<file path="src/design/msp_pkg.sv">
// Shared types, constants and the status length table for the MIDI stream parser.
package msp_pkg;

    localparam logic [7:0] STATUS_BIT  = 8'h80;
    localparam logic [7:0] SYSEX_START = 8'hF0;
    localparam logic [7:0] SYSEX_END   = 8'hF7;
    localparam logic [7:0] LOW_NIBBLE  = 8'h0F;

    // Result kinds
    localparam logic [1:0] KIND_SHORT   = 2'd0;
    localparam logic [1:0] KIND_PAYLOAD = 2'd1;
    localparam logic [1:0] KIND_END     = 2'd2;

    // Data byte counts
    localparam logic [1:0] LEN_ZERO = 2'd0;
    localparam logic [1:0] LEN_ONE  = 2'd1;
    localparam logic [1:0] LEN_TWO  = 2'd2;

    typedef struct packed {
        logic [7:0] rx_byte;
    } t_in_beat;

    typedef struct packed {
        logic [7:0] msg_status;
        logic [7:0] data_first;
        logic [7:0] data_second;
        logic [1:0] data_count;
        logic [1:0] kind;
        logic       last;
    } t_out_beat;

    // Parser state carried from byte to byte
    typedef struct packed {
        logic [7:0] running_status;
        logic [1:0] bytes_taken;
        logic [7:0] held_data;
        logic       in_sysex;
    } t_state;

    // Number of data bytes that follow a status byte
    function automatic logic [1:0] data_len(input logic [7:0] s);
        logic [1:0] len;
        len = LEN_ZERO;
        if (s[7]) begin
            if (s < SYSEX_START) begin
                case (s[6:4])
                    3'd4, 3'd5: len = LEN_ONE;
                    3'd7:       len = LEN_ZERO;
                    default:    len = LEN_TWO;
                endcase
            end else begin
                case (s & LOW_NIBBLE)
                    8'h01, 8'h03: len = LEN_ONE;
                    8'h02:        len = LEN_TWO;
                    default:      len = LEN_ZERO;
                endcase
            end
        end
        return len;
    endfunction

endpackage

</file>
<file path="src/design/msp_stream_if.sv">
// Valid/ready stream interface with a typed payload.
interface msp_stream_if #(
    parameter type t_data = logic [7:0]
);
    logic  valid;
    logic  ready;
    t_data data;

    modport source (output valid, output data, input ready);
    modport sink   (input valid, input data, output ready);
endinterface

</file>
<file path="src/design/msp_step.sv">
// Per-byte parser step: next state and the optional result for one byte.
module msp_step (
    input  msp_pkg::t_state    i_state,
    input  logic [7:0]         i_byte,
    output msp_pkg::t_state    o_state,
    output logic               o_emit,
    output msp_pkg::t_out_beat o_beat
);

    logic [1:0] cur_len;
    logic [1:0] new_len;

    assign cur_len = msp_pkg::data_len(i_state.running_status);
    assign new_len = msp_pkg::data_len(i_byte);

    // Decode one byte against the current state
    always_comb begin
        o_state            = i_state;
        o_emit             = 1'b0;
        o_beat.msg_status  = i_state.running_status;
        o_beat.data_first  = 8'h00;
        o_beat.data_second = 8'h00;
        o_beat.data_count  = msp_pkg::LEN_ZERO;
        o_beat.kind        = msp_pkg::KIND_SHORT;
        o_beat.last        = 1'b1;

        if (i_state.in_sysex) begin
            // Inside sysex: payload until the end byte
            o_emit            = 1'b1;
            o_beat.msg_status = msp_pkg::SYSEX_START;
            if (i_byte == msp_pkg::SYSEX_END) begin
                o_state.in_sysex = 1'b0;
                o_beat.kind      = msp_pkg::KIND_END;
            end else begin
                o_beat.data_first = i_byte;
                o_beat.kind       = msp_pkg::KIND_PAYLOAD;
                o_beat.last       = 1'b0;
            end
        end else if (i_state.bytes_taken != 2'd0) begin
            // Message in progress: any byte is data
            if (i_state.bytes_taken == 2'd1 && cur_len == msp_pkg::LEN_TWO) begin
                o_state.held_data   = i_byte;
                o_state.bytes_taken = 2'd2;
            end else begin
                o_state.bytes_taken = 2'd0;
                o_emit              = 1'b1;
                if (cur_len == msp_pkg::LEN_TWO) begin
                    o_beat.data_first  = i_state.held_data;
                    o_beat.data_second = i_byte;
                    o_beat.data_count  = msp_pkg::LEN_TWO;
                end else begin
                    o_beat.data_first = i_byte;
                    o_beat.data_count = msp_pkg::LEN_ONE;
                end
            end
        end else if (i_byte[7]) begin
            // New status byte
            o_state.running_status = i_byte;
            o_beat.msg_status      = i_byte;
            if (i_byte == msp_pkg::SYSEX_START) begin
                o_state.in_sysex = 1'b1;
            end else if (new_len == msp_pkg::LEN_ZERO) begin
                o_emit = 1'b1;
            end else begin
                o_state.bytes_taken = 2'd1;
            end
        end else if (i_state.running_status == msp_pkg::SYSEX_START) begin
            // Data after a finished sysex opens a new one
            o_state.in_sysex  = 1'b1;
            o_emit            = 1'b1;
            o_beat.data_first = i_byte;
            o_beat.kind       = msp_pkg::KIND_PAYLOAD;
            o_beat.last       = 1'b0;
        end else if (cur_len == msp_pkg::LEN_ONE) begin
            // Running status, single data byte
            o_emit            = 1'b1;
            o_beat.data_first = i_byte;
            o_beat.data_count = msp_pkg::LEN_ONE;
        end else if (cur_len == msp_pkg::LEN_TWO) begin
            o_state.held_data   = i_byte;
            o_state.bytes_taken = 2'd2;
        end
        // no status or zero-length status: byte dropped
    end

endmodule

</file>
<file path="src/design/midi_stream_parser_top.sv">
// Top level of the MIDI byte-stream parser with running status.
//
//  channel  | dir | payload                                          | handshake
//  i_rx     | in  | rx_byte                                          | valid/ready
//  o_msg    | out | msg_status data_first data_second data_count    | valid/ready
//           |     | kind last                                        |
//
// One byte per cycle sustained while the output is not stalled: each byte
// passes an input register, the combinational step logic and the result register.
// Parser state updates as a byte leaves the input register, so the next
// byte sees it once in the input register. A stalled result holds the
// input register; bytes with no result still advance while the output is
// free or taken. Reset (synchronous, active low) clears valids and parser state.
module midi_stream_parser_top (
    input  logic         i_clk,
    input  logic         i_rst_n,
    msp_stream_if.sink   i_rx,
    msp_stream_if.source o_msg
);

    logic               r_s1_valid;
    logic [7:0]         r_s1_byte;
    msp_pkg::t_state    r_state;
    msp_pkg::t_state    n_state;
    logic               r_out_valid;
    msp_pkg::t_out_beat r_out_beat;
    msp_pkg::t_out_beat n_out_beat;
    logic               n_emit;
    logic               adv;

    // Stage 1 moves on whenever the result slot is free or being taken
    assign adv        = !r_out_valid || o_msg.ready;
    assign i_rx.ready = !r_s1_valid || adv;

    msp_step u_step (
        .i_state (r_state),
        .i_byte  (r_s1_byte),
        .o_state (n_state),
        .o_emit  (n_emit),
        .o_beat  (n_out_beat)
    );

    // Input register
    always_ff @(posedge i_clk) begin
        if (!i_rst_n) begin
            r_s1_valid <= 1'b0;
        end else if (i_rx.ready) begin
            r_s1_valid <= i_rx.valid;
        end
        if (i_rx.ready && i_rx.valid) begin
            r_s1_byte <= i_rx.data.rx_byte;
        end
    end

    // Parser state
    always_ff @(posedge i_clk) begin
        if (!i_rst_n) begin
            r_state <= '0;
        end else if (r_s1_valid && adv) begin
            r_state <= n_state;
        end
    end

    // Result register
    always_ff @(posedge i_clk) begin
        if (!i_rst_n) begin
            r_out_valid <= 1'b0;
        end else if (adv) begin
            r_out_valid <= r_s1_valid && n_emit;
        end
        if (adv && r_s1_valid && n_emit) begin
            r_out_beat <= n_out_beat;
        end
    end

    assign o_msg.valid = r_out_valid;
    assign o_msg.data  = r_out_beat;

    // Sysex only runs under the sysex status
    a_sysex_status: assert property (@(posedge i_clk) disable iff (!i_rst_n)
        r_state.in_sysex |-> r_state.running_status == msp_pkg::SYSEX_START)
        else $error("in sysex without sysex status");

    // Sysex and a pending short message never overlap
    a_sysex_excl: assert property (@(posedge i_clk) disable iff (!i_rst_n)
        r_state.in_sysex |-> r_state.bytes_taken == 2'd0)
        else $error("sysex while short message pending");

    // A pending message always has a real status and a legal count
    a_pending: assert property (@(posedge i_clk) disable iff (!i_rst_n)
        r_state.bytes_taken != 2'd0 |->
            r_state.running_status[7] && r_state.bytes_taken != 2'd3)
        else $error("bad pending message state");

    // Sysex results carry the sysex status; payload is never last
    a_sysex_result: assert property (@(posedge i_clk) disable iff (!i_rst_n)
        r_out_valid && r_out_beat.kind != msp_pkg::KIND_SHORT |->
            r_out_beat.msg_status == msp_pkg::SYSEX_START &&
            (r_out_beat.kind == msp_pkg::KIND_END) == r_out_beat.last)
        else $error("malformed sysex result");

    // A byte held in stage 1 under a stall is not lost
    a_s1_hold: assert property (@(posedge i_clk) disable iff (!i_rst_n)
        r_s1_valid && !adv |=> r_s1_valid && $stable(r_s1_byte))
        else $error("stage 1 byte lost under stall");

endmodule

</file>
<file path="src/flat_wrapper.sv">
// flat-port wrapper written by rule: the top's interface ports become plain ports
module midi_stream_parser_top_flat 
  (i_clk, i_rst_n, i_rx_valid, i_rx_data, i_rx_ready, o_msg_valid, o_msg_data, o_msg_ready);
  msp_stream_if #(.t_data(msp_pkg::t_in_beat)) i_rx_i ();
  msp_stream_if #(.t_data(msp_pkg::t_out_beat)) o_msg_i ();
  input  logic i_clk;
  input  logic i_rst_n;
  input wire logic [$bits(i_rx_i.valid)-1:0] i_rx_valid;
  input wire logic [$bits(i_rx_i.data)-1:0] i_rx_data;
  output wire logic [$bits(i_rx_i.ready)-1:0] i_rx_ready;
  output wire logic [$bits(o_msg_i.valid)-1:0] o_msg_valid;
  output wire logic [$bits(o_msg_i.data)-1:0] o_msg_data;
  input wire logic [$bits(o_msg_i.ready)-1:0] o_msg_ready;
  assign i_rx_i.valid = i_rx_valid;
  assign i_rx_i.data = i_rx_data;
  assign i_rx_ready = i_rx_i.ready;
  assign o_msg_valid = o_msg_i.valid;
  assign o_msg_data = o_msg_i.data;
  assign o_msg_i.ready = o_msg_ready;
  midi_stream_parser_top u_core (.i_clk(i_clk), .i_rst_n(i_rst_n), .i_rx(i_rx_i), .o_msg(o_msg_i));
endmodule
</file>
<file path="config.mk">
export PLATFORM = sky130hd
export DESIGN_NAME = midi_stream_parser_top_flat
export DESIGN_NICKNAME = d
export VERILOG_FILES = /design/src/design/msp_pkg.sv /design/src/design/msp_stream_if.sv /design/src/design/msp_step.sv /design/src/design/midi_stream_parser_top.sv /design/src/flat_wrapper.sv
export SDC_FILE = /design/constraint.sdc
export NUM_CORES = 1
export LEC_CHECK = 0
export BUFFER_PORTS_ARGS = -buffer_cell sky130_fd_sc_hd__buf_2
export CAP_MARGIN = 25
export CORE_MARGIN = 2
export CORE_UTILIZATION = 45
export CTS_BUF_LIST = sky130_fd_sc_hd__clkbuf_2 sky130_fd_sc_hd__clkbuf_4 sky130_fd_sc_hd__clkbuf_8
export CTS_CLUSTER_DIAMETER = 200
export DETAILED_ROUTE_END_ITERATION = 10
export MAX_ROUTING_LAYER = met4
export PLACE_DENSITY = 0.65
export SLEW_MARGIN = 20
export SYNTH_ARGS = -nofsm -noshare
export SYNTH_HDL_FRONTEND = slang
export SYNTH_HIERARCHICAL = 1
export SYNTH_SLANG_ARGS = --single-unit
</file>
<file path="constraint.sdc">
create_clock -name i_clk -period 7.6 [get_ports i_clk]
set_input_delay 0.76 -clock i_clk [delete_from_list [all_inputs] [get_ports i_clk]]
set_output_delay 0.76 -clock i_clk [all_outputs]
set_load 0.02 [all_outputs]
</file>
==> results of run 1 <==
## through the flow
step	instances	power (W)	hold slack, ns	utilization (%)
floorplan	272	0.000404	0.447	-
global placement	379	0.000418	0.462	50.0
detailed placement	379	0.000419	0.470	50.0
CTS	395	0.000754	0.479	53.8
global route	395	0.000775	0.519	53.8
finish	395	0.000748	0.477	53.8
## Yosys cell counts, drive strengths merged (2+ instances only)
| library cell | number |
|---|---|
| a21o | 2 |
| a21oi | 7 |
| a22o | 7 |
| and2 | 11 |
| buf | 6 |
| clkbuf | 8 |
| dfxtp | 21 |
| edfxtp | 37 |
| inv | 3 |
| mux2 | 9 |
| mux2i | 23 |
| nand2 | 66 |
| nand2b | 6 |
| nand3 | 3 |
| nand4 | 2 |
| nor2 | 14 |
| nor2b | 4 |
| nor3 | 3 |
| nor4 | 2 |
| o21ai | 17 |
| o22ai | 4 |
| o41ai | 5 |
## final cells by class
type,instances,area share (%)
timing repair buffer,44,6.67
tap,77,2.85
inverter,3,0.333
clock inverter,6,3.11
clock buffer,10,3.89
multi-input combinational,197,37.8
sequential,58,45.4
## worst reg2reg max path, stage by stage (launching register included)
cell and delay, ns:
sky130_fd_sc_hd__edfxtp_1 0.64, sky130_fd_sc_hd__nand3b_1 0.33, sky130_fd_sc_hd__a21oi_1 0.32, sky130_fd_sc_hd__nor2_1 0.10, sky130_fd_sc_hd__nor2_1 0.14, sky130_fd_sc_hd__nand2_1 0.08
sky130_fd_sc_hd__nor2_2 0.08, sky130_fd_sc_hd__buf_4 0.34
## power by group through the flow
stage,Combinational [W],Clock [W],Sequential [W]
floorplan,0.0000453,0,0.000358
global placement,0.0000554,0,0.000363
detailed placement,0.0000558,0,0.000363
CTS,0.0000560,0.000342,0.000356
global route,0.0000625,0.000355,0.000358
finish,0.0000561,0.000335,0.000357
## sequential cells by signal (all words and copies together), names as in the netlist
register            flops
u_core/r_s1_byte        8
u_core/r_s1_valid       1
u_core/r_state         19
u_core/o_msg.valid      1
u_core/o_msg.data      29
## layout by cell type, fill, tap and decap left out, types with 2 or more instances in the layout
cell / synthesis / final
sky130_fd_sc_hd__buf_4: 1 / 2
sky130_fd_sc_hd__buf_2: 2 / 42
sky130_fd_sc_hd__o21ai_0: 15 / 15
sky130_fd_sc_hd__nand2_1: 65 / 65
sky130_fd_sc_hd__nand4_1: 2 / 2
sky130_fd_sc_hd__nand3_1: 3 / 3
sky130_fd_sc_hd__edfxtp_1: 37 / 37
sky130_fd_sc_hd__nor2_1: 12 / 11
sky130_fd_sc_hd__bufinv_16: 0 / 3
sky130_fd_sc_hd__nor2_2: 2 / 3
sky130_fd_sc_hd__nor3_1: 3 / 3
sky130_fd_sc_hd__dfxtp_1: 21 / 21
sky130_fd_sc_hd__nand2b_1: 5 / 5
sky130_fd_sc_hd__clkbuf_8: 0 / 9
sky130_fd_sc_hd__mux2i_1: 23 / 23
sky130_fd_sc_hd__a21oi_1: 7 / 7
sky130_fd_sc_hd__and2_1: 11 / 11
sky130_fd_sc_hd__inv_1: 3 / 3
sky130_fd_sc_hd__nor2b_1: 2 / 2
sky130_fd_sc_hd__mux2_2: 6 / 6
sky130_fd_sc_hd__o41ai_1: 4 / 4
sky130_fd_sc_hd__a22o_1: 7 / 7
sky130_fd_sc_hd__o22ai_1: 4 / 4
sky130_fd_sc_hd__clkinv_1: 0 / 2
sky130_fd_sc_hd__a21o_4: 2 / 2
sky130_fd_sc_hd__mux2_4: 3 / 3
## per-layer routing
metal | part of all wire, % | up-vias
met3 | 7.1 | 17
met5 | 0 | -
met4 | 2.4 | 0
met1 | 47 | 985
met2 | 43 | 86
li1 | - | 1058
## worst max-delay path by stage
stage               slack, ns  cells past startpoint                     to                 from
finish                   5.23                      7  u_core/o_msg.data[26]  u_core/r_s1_byte[7]
global route             4.89                      7  u_core/o_msg.data[26]  u_core/r_s1_byte[7]
CTS                      5.25                      7  u_core/o_msg.data[26]  u_core/r_s1_byte[7]
detailed placement       5.26                      7  u_core/o_msg.data[14]  u_core/r_s1_byte[7]
global placement         5.27                      7  u_core/o_msg.data[14]  u_core/r_s1_byte[7]
floorplan                4.76                      7   u_core/o_msg.data[0]   u_core/r_state[13]
## cell families (layout without fill, tap and decap cells)
| group | Yosys count | in the layout |
|---|---|---|
| AOI/OAI and AO/OA | 48 | 48 |
| buffers and inverters | 17 | 63 |
| DFF | 58 | 58 |
| muxes | 32 | 32 |
| and+or+nand+nor | 117 | 117 |
==> results list, run 1 <==
* Number of buffers inserted by port buffering: 42
- Worst Slack Setup Final: 5.23 ns
- Post-synthesis instance area: 0.00290 sq mm
- Total clock buffers created by CTS: 9
- The number of antenna diodes in the final layout is 0.
- Clock-pin slew was measured on the worst setup and hold paths at 0.06 ns.
* First-pass GRT wire length: 10.2 mm
- Number of clock sinks: 58
* Dominant combinational cell family by area after synthesis: simple AND/OR/NAND/NOR gates
* Yosys top cell by area: sky130_fd_sc_hd__edfxtp_1
- At the pin with the least slew margin, the transition time is 0.893 ns.
- Summing the areas of all fa, ha and maj instances in the mapped netlist gives 0% of the synthesized area.
- For this configuration, the core starts out at a cell density of 46.2%.
* Switching power as a share of total power: 21.6%
- The pre-antenna-repair detailed-routing pass consisted of 5 iterations.
* Warning count from the yosys run: 6
- For this design the ratio of total power to cell area is 222 mW/mm^2.
- In this run the critical register-to-register path is launched from u_core/r_s1_byte[7].
- The worst register-to-register path ends at u_core/o_msg.data[26].
- Across the whole layout, storage elements account for 0.00153 sq mm.
- The number of nets in the synthesized netlist is 284.
- Post-CTS resize count: 0
- In this run, flip-flops and latches consume 47.7% of the power.
* # Post-CTS Setup Buffers: 0
- Gr busiest metal: met1
- The via count of the first global-routing pass was 1996.
* DRC viols: 0
* Number of synthesized flops with an enable pin: 37
* Clock Power Share: 44.8%
* Sw power: 0.000162 W
- Count of antenna-violating nets left after detailed routing: 0
* GR Util All Layers: 19.0%
* Die area: 0.00711 sq mm
- The number of buffers and inverters on the critical path is 1.
* Nature of the critical path endpoint: register
- Maximum fanout along the worst path: 29
- Endpoint required time on the critical path: 7.59 ns
- After filler insertion, the fill cell instance count of the layout stands at 583.
- From bottom edge to top edge, the die measures 84.3 um.
- Final setup violation count: 0
* Total number of nets in the final design: 325
- The top cell type by area accounts for 38.3% of the synthesized area.
* Hold Violations, Final: 0
- Half-perimeter wire length after detailed placement: 4.03 mm
- Pin count of the biggest net entering global routing: 41
- The cell count after synthesis came out at 272.
* Unique cell type count in the Yosys netlist: 47
* CTS Hold Bufs: 0
- Reported max-cap violation count: 0
* Final count of pins violating max slew: 0
- Share of total power in combinational logic: 7.5%
- The analysis attributes to cell leakage a power of 1.36 nW.
- In the final layout, the share of cells above drive strength 1 is 26.1%.
- Post-DR wirelength/cell: 15.5 um
- The multi-input combinational cells in the finished layout cover a total of 0.00128 sq mm.
- From synthesis to final layout, the design area changed by 16.4%.
- Of all flip-flops after synthesis, the portion carrying an async set or reset was 0%.
* Worst min-delay path class: register to register
* Pre-CTS setup slack: 5.26 ns
- Global routing finished with a remaining overflow of 0.
* Post-Syn Area per Cell: 10.7 sq um
- Cell area reported after detailed placement: 0.00314 sq mm
- The run finished with clean final reports.
- Among all flip-flop cells after synthesis, the most frequent one is sky130_fd_sc_hd__edfxtp_1.
- Routability-driven placement congestion ratio: 0.947
- Cell depth of the worst min-delay path: 2
- The clock period could shrink to 2.37 ns.
- Total core area: 0.00628 sq mm
- Worst Setup Start Kind: register
* Simple-gate portion of the synthesized area: 19.7%
- Cell count of the worst reg-to-reg path: 7
* Maximum clock frequency: 423 MHz
- Largest cells by area after synthesis: sky130_fd_sc_hd__edfxtp_1 38%, sky130_fd_sc_hd__dfxtp_1 14%, sky130_fd_sc_hd__nand2_1 8.4%
- Register-to-register path setup slack: 5.23 ns
- For met2 alone, demand over resource in global routing was 25.2%.
* Total wire length: 6.11 mm
- Area share of xor/xnor cells in the synthesized design: 0%
- Setup repair after global routing left no endpoint under its margin.
- Measured against the total synthesized area, the mux share comes to 11.8%.
- In the global route stage, met3 resource usage came out at 4.62%.
* Tcrit/Tclk final: 31.1%
- The detailed router finished its first iteration with 271 violations.
* P_int: 0.000587 W
- Summing the areas of all compound-gate instances in the mapped netlist gives 12.4% of the synthesized area.
- The cell sitting at the root of the clock tree is a sky130_fd_sc_hd__clkbuf_8.
- # IOs: 43
* Max-Slew Margin vs Limit: 40.0%
- VDD sags by at most 104 uV.
- By instance count, the cell type seen most on the critical path is sky130_fd_sc_hd__nor2_1.
- Slowest stage cell, crit path: sky130_fd_sc_hd__edfxtp_1
* Worst Hold Path EP: u_core/r_state[2]
- Final non-filler cell area: 0.00338 sq mm
* Floorplan die width: 84.3 um
- Initial antenna violation count: 0
- Arrival time of data at the critical path endpoint: 2.36 ns
- Walking the worst path, the cells encountered are nand3b_1 -> a21oi_1 -> nor2_1 -> nor2_1 -> nand2_1 -> nor2_2 -> buf_4.
- On the worst path, the slowest cell contributes a delay of 0.64 ns.
- Avg Vias per Cell: 5.43
* Count of vias placed by the detailed router: 2146
- Global routing consumed, on the met1 layer, 27.0% of the routing resources.
- The cell family contributing the most delay on the critical path is simple AND/OR/NAND/NOR gates.
- The clock reaches the later pin of the worst-skew pair after 0.33 ns.
- Summed over all failing endpoints, the final setup total negative slack is 0 ns.
- Clock tree from TritonCTS: done
- Part of the Yosys area used for sequential elements: 52.8%
* Worst-case clock buffer depth: 2
- The H-tree was split into 3 levels.
- On the final layout, the worst clock skew is 0.00870 ns.
- Total of flip-flops plus latches after synthesis: 58
- Num rows: 29
- By startpoint and endpoint, the worst setup path is classified as register to register.
* Hold_sp: u_core/r_state[2]
Note: power is estimated with default switching activity, not from simulation.
==> inputs of run 2 (changes only) <==
ABC_AREA = 1   (was unset)
PLACE_DENSITY = 0.67   (was 0.65)
clock period = 2.05 ns   (was 7.6 ns; I/O delays follow)
==> results list, run 2 <==
* Status: complete, no violations
* Fraction of final layout cells sized beyond drive strength 1: 25.2%
- Across every metal layer, demand over resource in global routing totals 21.7%.
- Area taken by flip-flops and latches: 0.00154 sq mm
- The filler cells instantiated in the layout total 660.
* Pre-Repair DR Iteration Count: 5
* Hold_sp: i_rx_data[2]
- The die covers 0.00763 sq mm.
- Dividing the detail-routed wire length by the instance count gives 13.8 um.
- Ranked by total cell area, the synthesized netlist is headed by sky130_fd_sc_hd__edfxtp_1 36%, sky130_fd_sc_hd__dfxtp_1 13%, sky130_fd_sc_hd__nand2_1 12%.
* Share of the synthesized area in the top cell type: 35.5%
- Post-synthesis instance area: 0.00313 sq mm
- Data on the critical path is required at its endpoint by 2.28 ns.
- Register-to-register path setup slack: 0.17 ns
- Cell area reported after detailed placement: 0.00350 sq mm
* Warning count from the yosys run: 6
- Synthesized Nets: 413
* Critical path class: register to register
* Largest voltage drop on the vdd net: 409 uV
- For this run, asynchronously set or reset flops after synthesis account for 0%.
- Num rows: 30
- Summed over all cells, the static leakage comes to 1.72 nW.
- In the final layout, the multi-input gates occupy 0.00130 sq mm.
- Max Clock Skew: 0.00923 ns
* Maximum fanout along the worst path: 8
- Number of buffers inserted by port buffering: 42
- Count of vias placed by the detailed router: 2784
- Final instance count without filler cells: 540
* Half-perimeter wire length after detailed placement: 5.34 mm
- DRC viols: 0
* DRT iter0 DRCs: 159
- Cell with the most instances after synthesis: sky130_fd_sc_hd__nand2_1
- Final setup TNS: 0 ns
* Cell types with the highest counts after synthesis: 104 x sky130_fd_sc_hd__nand2_1, 50 x sky130_fd_sc_hd__inv_1, 50 x sky130_fd_sc_hd__nand3_1, 48 x sky130_fd_sc_hd__nor2_1, 37 x sky130_fd_sc_hd__edfxtp_1
- The later pin in the worst-skew pair is clocked with a latency of 0.34 ns.
* Dpl cells: 523
- Nature of the critical path endpoint: register
- The critical path goes through inv_2 -> buf_4 -> nor2_1 -> nor2_2 -> inv_1 -> nor2_1 -> a21oi_2 -> o21ai_0 -> inv_1 -> inv_1 -> nand3_1 -> nand2_1 -> nor2_1.
- Headroom to the max-slew limit came out at 48.2%.
- Leading cell types in the layout, fill and taps excluded: 102 x sky130_fd_sc_hd__nand2_1, 49 x sky130_fd_sc_hd__nand3_1, 48 x sky130_fd_sc_hd__inv_1
- In the synthesized netlist the dominant register cell turns out to be sky130_fd_sc_hd__edfxtp_1.
* Root buffer cell: sky130_fd_sc_hd__clkbuf_8
* Most common library cell in the layout ignoring fill and taps: sky130_fd_sc_hd__nand2_1
* Yosys top cell by area: sky130_fd_sc_hd__edfxtp_1
* First-pass GRT wire length: 12.3 mm
* Power density relative to cell area: 807 mW/mm^2
* Final non-filler cell area: 0.00374 sq mm
* Slowest stage cell, crit path: sky130_fd_sc_hd__edfxtp_1
- During I/O placement, the number of pins put on the boundary was 43.
- Final min period: 1.88 ns
- The longest clock path from root to sink contains 2 buffers.
- Setup repair after global routing missed its margin: false
- Buffers inserted during clock tree synthesis total 9.
- Final setup violation count: 0
- Cell depth of the worst min-delay path: 1
- Height of the die: 87.3 um
- Total wire length: 7.47 mm
- Routability-driven placement congestion ratio: 0.937
- Transition time at the pin with the least slew margin: 0.774 ns
- Mapped Cells: 401
* Total number of nets in the final design: 467
- Worst min-delay path class: primary input to register
* Via count of the first global-routing pass: 2563
* Number of clock sinks: 58
- The region available for standard cell placement spans 0.00676 sq mm.
* Reported max-cap violation count: 0
- Final count of pins violating max slew: 0
- Count of antenna-violating nets left after detailed routing: 0
- Entering global routing, the biggest net connects 40 pins.
* Unique cell type count in the Yosys netlist: 33
* H-Tree Depth: 3
* Max stage delay on crit path: 0.50 ns
* Post-Syn Area per Cell: 7.79 sq um
* Floorplan die width: 87.3 um
* Number of synthesized flops with an enable pin: 37
* Sum of overflow across all layers after global routing: 0
- Clock input transition at the sequential cells of the worst setup and hold paths: 0.07 ns
* Hold Violations, Final: 0
- The worst hold path terminates at u_core/r_s1_byte[2].
- Maximum clock frequency: 531 MHz
* Starting utilization of the core area: 46.3%
* Worst Setup Start Kind: register
- After synthesis, flip-flops and latches occupy 49.0% of the total area.
- Antenna diode count: 0
- Arrival time of data at the critical path endpoint: 2.11 ns
* Cell count of the worst reg-to-reg path: 13
- Layout-stage area growth over the synthesis result: 19.7%
- TritonCTS built the clock tree.
- After detailed routing, the number of vias per cell comes to 5.16.
- The worst register-to-register path begins at u_core/r_s1_byte[7].
- Number of flip-flops under the largest register name: 29
- After layout, the worst path uses 91.9% of the clock period.
- In this run the critical register-to-register path is captured at u_core/r_state[15].
- In this run, post-CTS hold repair placed 0 buffers.
* Total of flip-flops plus latches after synthesis: 58
- Initial antenna violation count: 0
* Final Util: 55.4%
==> run 2: changes by cell type in the layout (fill, tap and decap cells not counted), sizes merged, moves of 5 or more <==
cell    previous run  this run
inv                3        55
nand3              3        52
nand2             66       108
nor2              14        49
mux2i             23         0
a21oi              7        26
buf               44        60
and2              11         0
mux2               9         0
a22o               7         0
nand2b             6         0
o21ai             17        23
o41ai              5         0
==> run 2: through the flow <==
step / worst slack [ns] / hold WS [ns] / power (W)
detailed placement: 0.0544 / 0.383 / 0.00186
floorplan: 0.00213 / 0.304 / 0.00173
global placement: 0.112 / 0.381 / 0.00185
CTS: 0.0306 / 0.0225 / 0.00303
finish: 0.166 / 0.0320 / 0.00302
global route: 0.00598 / 0.0175 / 0.00316
==> run 2: kinds of logic after synthesis <==
family          Yosys count  share of synthesized area [%]
buf+inv                  74                           10.5
flops                    58                           49.0
simple gates            214                           29.7
compound gates           55                           10.8
==> run 2: routing by layer <==
metal	GRT usage, %	vias to the layer above	share of wire, %
li1	-	1403	-
met1	28.0	1276	48
met2	32.7	93	45
met3	4.83	12	5.5
met4	9.65	0	1.9
met5	-	-	0
==> run 2: final cells by class <==
| class | instances | share of cell area [%] |
|---|---|---|
| clock inverters | 5 | 2.07 |
| clock buffers | 11 | 3.88 |
| inverters | 57 | 5.82 |
| well taps | 80 | 2.68 |
| flip-flops and latches | 58 | 41.2 |
| repair buffers | 60 | 9.57 |
| multi-input cells | 269 | 34.8 |
==> run 2: timing repair <==
action / CTS / global route
gates resized for setup: 0 / 3
hold endpoints to repair: 0 / 0
setup endpoints to repair: 0 / 2
setup buffers: 0 / 1
==> run 2: how the worst max path moves through the flow <==
stage,startpoint,cells after the start,end,slack (ns)
2_1_floorplan,u_core/r_state[14],11,u_core/o_msg.data[0],0.002
3_3_place_gp,u_core/r_s1_byte[7],13,u_core/r_state[15],0.11
3_5_place_dp,u_core/r_s1_byte[7],13,u_core/r_state[15],0.05
4_1_cts,u_core/r_s1_byte[7],13,u_core/r_state[15],0.03
5_1_grt,u_core/r_state[13],14,u_core/r_state[4],0.006
6_report,u_core/r_s1_byte[7],13,u_core/r_state[15],0.17
==> run 2: where the power goes <==
part / leakage, nW / internal [W] / switching (W)
clock network: 0.113 / 0.000726 / 0.000451
registers: 0.538 / 0.00131 / 0.0000480
logic: 1.07 / 0.000166 / 0.000313
total: 1.72 / 0.00221 / 0.000812
==> run 2: worst max-delay path: cells and delay by family (launching register included) <==
kind	cells	cell delay (ns)
DFF	1	0.50
and+or+nand+nor	6	0.58
buffers and inverters	5	0.57
AOI/OAI and AO/OA	2	0.14
